### src/hw/rtl/bedc_pkg.sv
// ----------------------------------------------------------------------------
// bedc_pkg
// Shared types and constants for the nearest-barcode edit-distance matcher.
// ----------------------------------------------------------------------------
package bedc_pkg;

    localparam int TABLE_DEPTH = 256;
    localparam int MAX_BASES   = 16;
    localparam int BASE_BITS   = 3;

    localparam int SEQ_W  = 48;
    localparam int LEN_W  = 5;
    localparam int ID_W   = 10;
    localparam int IDX_W  = 8;
    localparam int CFG_W  = 9;
    localparam int ADDR_W = $clog2(TABLE_DEPTH);
    localparam int CNT_W  = $clog2(TABLE_DEPTH + 1);
    localparam int POS_W  = $clog2(MAX_BASES);
    localparam int DIST_W = $clog2(MAX_BASES + 2);

    typedef logic [BASE_BITS-1:0] t_base;
    typedef logic [DIST_W-1:0]    t_dist;
    typedef logic [ID_W-1:0]      t_id;

    typedef enum logic {
        OP_WRITE = 1'b0,
        OP_QUERY = 1'b1
    } t_op;

    typedef enum logic [1:0] {
        ST_EXACT     = 2'd0,
        ST_CORRECTED = 2'd1,
        ST_UNCLEAR   = 2'd2
    } t_status;

    typedef enum logic [2:0] {
        S_IDLE,
        S_READ,
        S_EMIT,
        S_DRAIN,
        S_DONE
    } t_state;

    // One stored base (or an entry's leading boundary) moving down the row.
    typedef struct packed {
        logic  valid;
        logic  bnd;
        logic  last;
        t_base base;
        t_dist cost;
        t_id   id;
    } t_elem;

    typedef struct packed {
        t_id                 id;
        logic [LEN_W-1:0]    len;
        logic [SEQ_W-1:0]    bases;
    } t_entry;

    function automatic logic [LEN_W-1:0] clamp_len(input logic [LEN_W-1:0] len);
        clamp_len = (len > LEN_W'(MAX_BASES)) ? LEN_W'(MAX_BASES) : len;
    endfunction

endpackage

### src/hw/rtl/bedc_cell.sv
// ----------------------------------------------------------------------------
// bedc_cell
// One row of the edit-distance matrix: holds one query base.
// ----------------------------------------------------------------------------
module bedc_cell
    import bedc_pkg::*;
(
    input  logic  i_clk,
    input  logic  i_rst_n,
    input  logic  i_load,
    input  t_base i_qbase,
    input  logic  i_act,
    input  t_elem i_elem,
    output t_elem o_elem
);

    t_base r_qbase;
    logic  r_act;
    t_dist r_own;
    t_dist r_diag;
    t_elem r_out;

    logic [DIST_W:0] w_up1;
    logic [DIST_W:0] w_own1;
    logic [DIST_W:0] w_sub;
    logic [DIST_W:0] w_min;
    t_dist           w_d;
    t_elem           w_next;

    always_comb begin
        w_up1  = {1'b0, i_elem.cost} + 1'b1;
        w_own1 = {1'b0, r_own} + 1'b1;
        w_sub  = {1'b0, r_diag} + (DIST_W+1)'(i_elem.base != r_qbase);
        w_min  = (w_own1 < w_up1) ? w_own1 : w_up1;
        w_min  = (w_sub < w_min) ? w_sub : w_min;
        // boundary column: D[i][0] = D[i-1][0] + 1
        w_d    = i_elem.bnd ? w_up1[DIST_W-1:0] : w_min[DIST_W-1:0];
        w_next = i_elem;
        if (r_act) begin
            w_next.cost = w_d;
        end
    end

    always_ff @(posedge i_clk) begin
        if (!i_rst_n) begin
            r_out.valid <= 1'b0;
        end else begin
            r_out <= w_next;
        end
    end

    always_ff @(posedge i_clk) begin
        if (i_load) begin
            r_qbase <= i_qbase;
            r_act   <= i_act;
        end
        if (i_elem.valid && r_act) begin
            r_own  <= w_d;
            r_diag <= i_elem.cost;
        end
    end

    assign o_elem = r_out;

endmodule

### src/hw/rtl/bedc_chain.sv
// ----------------------------------------------------------------------------
// bedc_chain
// Row of MAX_BASES cells; cell g holds query base g, active up to the length.
// ----------------------------------------------------------------------------
module bedc_chain
    import bedc_pkg::*;
(
    input  logic             i_clk,
    input  logic             i_rst_n,
    input  logic             i_load,
    input  logic [SEQ_W-1:0] i_qbases,
    input  logic [LEN_W-1:0] i_qlen,
    input  t_elem            i_elem,
    output t_elem            o_elem
);

    t_elem w_link [0:MAX_BASES];

    assign w_link[0] = i_elem;

    for (genvar g = 0; g < MAX_BASES; g++) begin : g_cell
        bedc_cell u_cell (
            .i_clk   (i_clk),
            .i_rst_n (i_rst_n),
            .i_load  (i_load),
            .i_qbase (i_qbases[g*BASE_BITS +: BASE_BITS]),
            .i_act   (LEN_W'(g + 1) <= i_qlen),
            .i_elem  (w_link[g]),
            .o_elem  (w_link[g+1])
        );
    end

    assign o_elem = w_link[MAX_BASES];

endmodule

### config.mk
export PLATFORM = sky130hd
export DESIGN_NAME = bedc_chain
export DESIGN_NICKNAME = d
export VERILOG_FILES = /design/src/hw/rtl/bedc_pkg.sv /design/src/hw/rtl/bedc_cell.sv /design/src/hw/rtl/bedc_chain.sv
export SDC_FILE = /design/constraint.sdc
export NUM_CORES = 1
export LEC_CHECK = 0
export BUFFER_PORTS_ARGS = -buffer_cell sky130_fd_sc_hd__buf_2
export CAP_MARGIN = 10
export CORE_MARGIN = 1
export CORE_UTILIZATION = 40
export CTS_CLUSTER_SIZE = 10
export DETAILED_ROUTE_END_ITERATION = 10
export GPL_ROUTABILITY_DRIVEN = 0
export GPL_TIMING_DRIVEN = 0
export PLACE_DENSITY_LB_ADDON = 0.08
export SLEW_MARGIN = 20
export SYNTH_ARGS = -nofsm -noshare
export SYNTH_HDL_FRONTEND = slang
export SYNTH_SLANG_ARGS = --single-unit
export TNS_END_PERCENT = 50
### constraint.sdc
create_clock -name i_clk -period 5.4 [get_ports i_clk]
set_input_delay 1.08 -clock i_clk [delete_from_list [all_inputs] [get_ports i_clk]]
set_output_delay 1.08 -clock i_clk [all_outputs]
set_load 0.05 [all_outputs]
==> out/qor.yml <==
outcome:
  outcome: "finished, final reports clean"
sta:
  hold_viol_final: 0
  slew_headroom_pct: 51.8
  fin_tns_setup_ns: 0
  min_period_ns: 5.14
  period_share_pct: 95.1
  maxSlewViolCount: 0
  setup_violations: 0
  tightest_slew_ns: 0.702
  finalWorstSetupSlack_ns: 0.264
  worst_clock_skew_ns: 0.0236
  rsz0062_at_grt: "yes"
  clock.fmax_ghz: 0.195
pwr:
  power.leakage_nw: 13.0
  powerDensity_nw_per_um2: 362
  irDropWorstVdd_v: 0.000219
  total_power_w: 0.0123
yosys:
  syn_nets: 2801
  synth_top_area_share_pct: 54.5
  yosys.cell_types.count: 67
  synth_top_cell_by_area: "edfxtp_1"
  synth.most_common_cell: "edfxtp_1"
  syn-instance-count: 2516
  synth_edf_count: 544
  syn-cell-area_um2: 30000
  synthFlopType: "edfxtp_1"
  synth.area.top_cells: "edfxtp_1, ha_1, xnor2_1"
  synth_commonest_cells: "edfxtp_1, nand2_1, ha_1"
  ys_seq_elements: 560
  synth.avg_cell_area_um2: 11.9
  yosys_warnings: 0
  synth-seq-area-share_pct: 55.6
  async_reset_ff_share_pct: 0
layout:
  drive_gt1_share_pct: 9.39
  multi_input_area_um2: 12700
  diodes: 0
  seq_area_um2: 16700
  syn_to_final_growth_pct: 13.3
  final.fill_count: 6824
  layout.nets: 2979
worst_setup_path:
  crit_path_end: "g_cell[15].u_cell.o_elem[12]"
  worst-path-buf-inv: 2
  critPathSlowestCell: "edfxtp_1"
  crit_top_cell: "ha_1"
  crit_required_ns: 5.73
  cp_top_family: "compound AO/OA/AOI/OAI gates"
  cpPeakStageDelay_ns: 0.56
  r2r-start: "g_cell[14].u_cell.o_elem[10]"
  ff2ff_setup_slack_ns: 0.26
  path_max_fanout: 10
  reg2reg_depth: 18
  crit_chain: "ha_1, nand3_1, xor2_1, ha_1, o21a_1, and2_1, a32oi_1, nand4_1, buf_4, mux2i_1, inv_1, ha_1, a21o_1, a21oi_1, o21ai_0, o31ai_4, mux2i_1, a221o_1"
  critical_path_class: "register to register"
  path_depth: 18
  crit_start: "g_cell[14].u_cell.o_elem[10]"
  cp.arrival_ns: 5.46
  r2r_end: "g_cell[15].u_cell.o_elem[12]"
  critPathLaunchType: "register"
  end_kind: "register"
clocking:
  root_buffer: "clkbuf_16"
  h-tree-depth: 3
  cts_tree: "yes"
  clk_pin_slew_ns: 0.06
  clock_path_buffers: 3
  cts_sinks: 560
  numCtsBuffers: 70
  clock_latency_ns: 0.60
drt:
  routed_via_density: 5.43
  wirelength_um: 66300
  drc: 0
  drtAntennaViolNets: 0
  route.vias.total: 20119
  wl_per_cell_um: 17.9
  drt_first_pass_iters: 7
  drt_iter0_drc: 1155
global_routing:
  grt_usage_pct: 17.4
  use_met2_pct: 28.8
  grt_start_max_net_pins: 101
  antenna_found_initial: 2
  use_met1_pct: 23.2
  grt.overflow.total: 0
  grt_pass1_vias: 19981
  gr-usage-met3_pct: 2.97
  grt_pass1_wl_um: 105000
  grt.busiest_layer: "met2"
die:
  die_y_um: 276
  pin_count: 98
  initial_core_util_pct: 40.3
  design.die.area_um2: 76000
  core_area_um2: 74300
  rows: 100
  die_w_um: 276
place:
  io_buffers: 95
  hpwl_um: 48600
  post-place-ws_ns: 0.151
min_path:
  hold_class: "register to register"
run:
  maxCapViolCount: 0
==> cells by family after synthesis <==
group | count (synthesis) | synth area share [%]
compound gates | 513 | 11.4
xor+xnor | 187 | 5.49
fa+ha+maj | 219 | 9.05
buf+inv | 183 | 2.31
flops | 560 | 55.6
mux | 108 | 3.76
simple gates | 746 | 12.4
==> flip-flops by register name, indices dropped and copies added (netlist names) <==
| name | cells |
|---|---|
| g_cell.u_cell.o_elem | 336 |
| g_cell.u_cell.r_act | 16 |
| g_cell.u_cell.r_diag | 80 |
| g_cell.u_cell.r_own | 80 |
| g_cell.u_cell.r_qbase | 48 |
==> layer usage <==
metal	part of all wire, %	vias up
met1	46	9671
met3	4.0	134
met4	2.8	2
met2	47	435
met5	0.017	-
li1	-	9877
==> stage by stage <==
stage / cell area (um2) / util [%] / hold WS [ns] / cells
floorplan: 30000 / - / 0.400 / 2516
global placement: 31700 / 42.6 / 0.400 / 3580
detailed placement: 31800 / 42.8 / 0.405 / 3584
CTS: 33900 / 45.6 / 0.404 / 3698
global route: 34000 / 45.7 / 0.408 / 3705
finish: 34000 / 45.7 / 0.404 / 3705
==> what timing repair did <==
| action | CTS | global route |
|---|---|---|
| setup endpoints to repair | 0 | 26 |
| resized for setup | 0 | 6 |
| buffers inserted | 0 | 7 |
| hold buffers | 0 | 0 |
==> worst min path at each step <==
stage	startpoint	endpoint	slack (ns)	cells after the start
finish	g_cell[13].u_cell.o_elem[5]	g_cell[14].u_cell.o_elem[5]	0.40	0
global route	g_cell[14].u_cell.o_elem[8]	g_cell[15].u_cell.o_elem[8]	0.41	0
CTS	g_cell[13].u_cell.o_elem[5]	g_cell[14].u_cell.o_elem[5]	0.40	0
detailed placement	g_cell[9].u_cell.o_elem[8]	g_cell[10].u_cell.o_elem[8]	0.40	0
global placement	g_cell[5].u_cell.o_elem[4]	g_cell[6].u_cell.o_elem[4]	0.40	0
floorplan	g_cell[9].u_cell.o_elem[0]	g_cell[10].u_cell.o_elem[0]	0.40	0
==> power by group <==
part | internal [W] | total [W] | switching, W
logic | 0.00103 | 0.00259 | 0.00155
registers | 0.00514 | 0.00537 | 0.000224
clock network | 0.00256 | 0.00433 | 0.00177
total | 0.00873 | 0.0123 | 0.00355
==> placed cells by master (no fill, tap or decap), types with 16 or more instances in the layout <==
cell type / Yosys / final
edfxtp_1: 544 / 544
nand2_1: 211 / 211
ha_1: 208 / 208
nand3_1: 183 / 183
inv_1: 145 / 145
o21ai_0: 132 / 130
xnor2_1: 119 / 119
nor2_1: 104 / 104
buf_2: 4 / 97
a21oi_1: 97 / 97
mux2i_1: 71 / 71
clkbuf_16: 0 / 70
xor2_1: 67 / 67
and2_1: 56 / 56
clkbuf_1: 32 / 56
nand2b_1: 50 / 50
a31oi_1: 38 / 38
mux2_2: 37 / 37
a21o_1: 35 / 35
and3_1: 33 / 33
o211ai_1: 28 / 28
o31ai_1: 27 / 27
nor3_1: 26 / 26
o32ai_1: 23 / 23
o221ai_1: 22 / 22
nor2b_1: 21 / 21
o21a_1: 19 / 19
and4_1: 17 / 17
dfxtp_1: 16 / 16
==> cell type report <==
class,count,share of cell area (%)
Clock buffer,99,5.62
Inverter,145,1.60
Tap cell,969,3.57
Buffer,38,0.438
Timing Repair Buffer,106,1.91
Multi-Input combinational cell,1773,37.3
Sequential cell,560,49.0
Clock inverter,15,0.567
==> worst register-to-register path: stages (launching register included) <==
cell      delay [ns]
edfxtp_1        0.56
ha_1            0.34
nand3_1         0.12
xor2_1          0.38
ha_1            0.32
o21a_1          0.20
and2_1          0.16
a32oi_1         0.33
nand4_1         0.13
buf_4           0.19
mux2i_1         0.21
inv_1           0.07
ha_1            0.32
a21o_1          0.18
a21oi_1         0.30
o21ai_0         0.30
o31ai_4         0.18
mux2i_1         0.18
a221o_1         0.39
(Power assumes the default switching activity.)
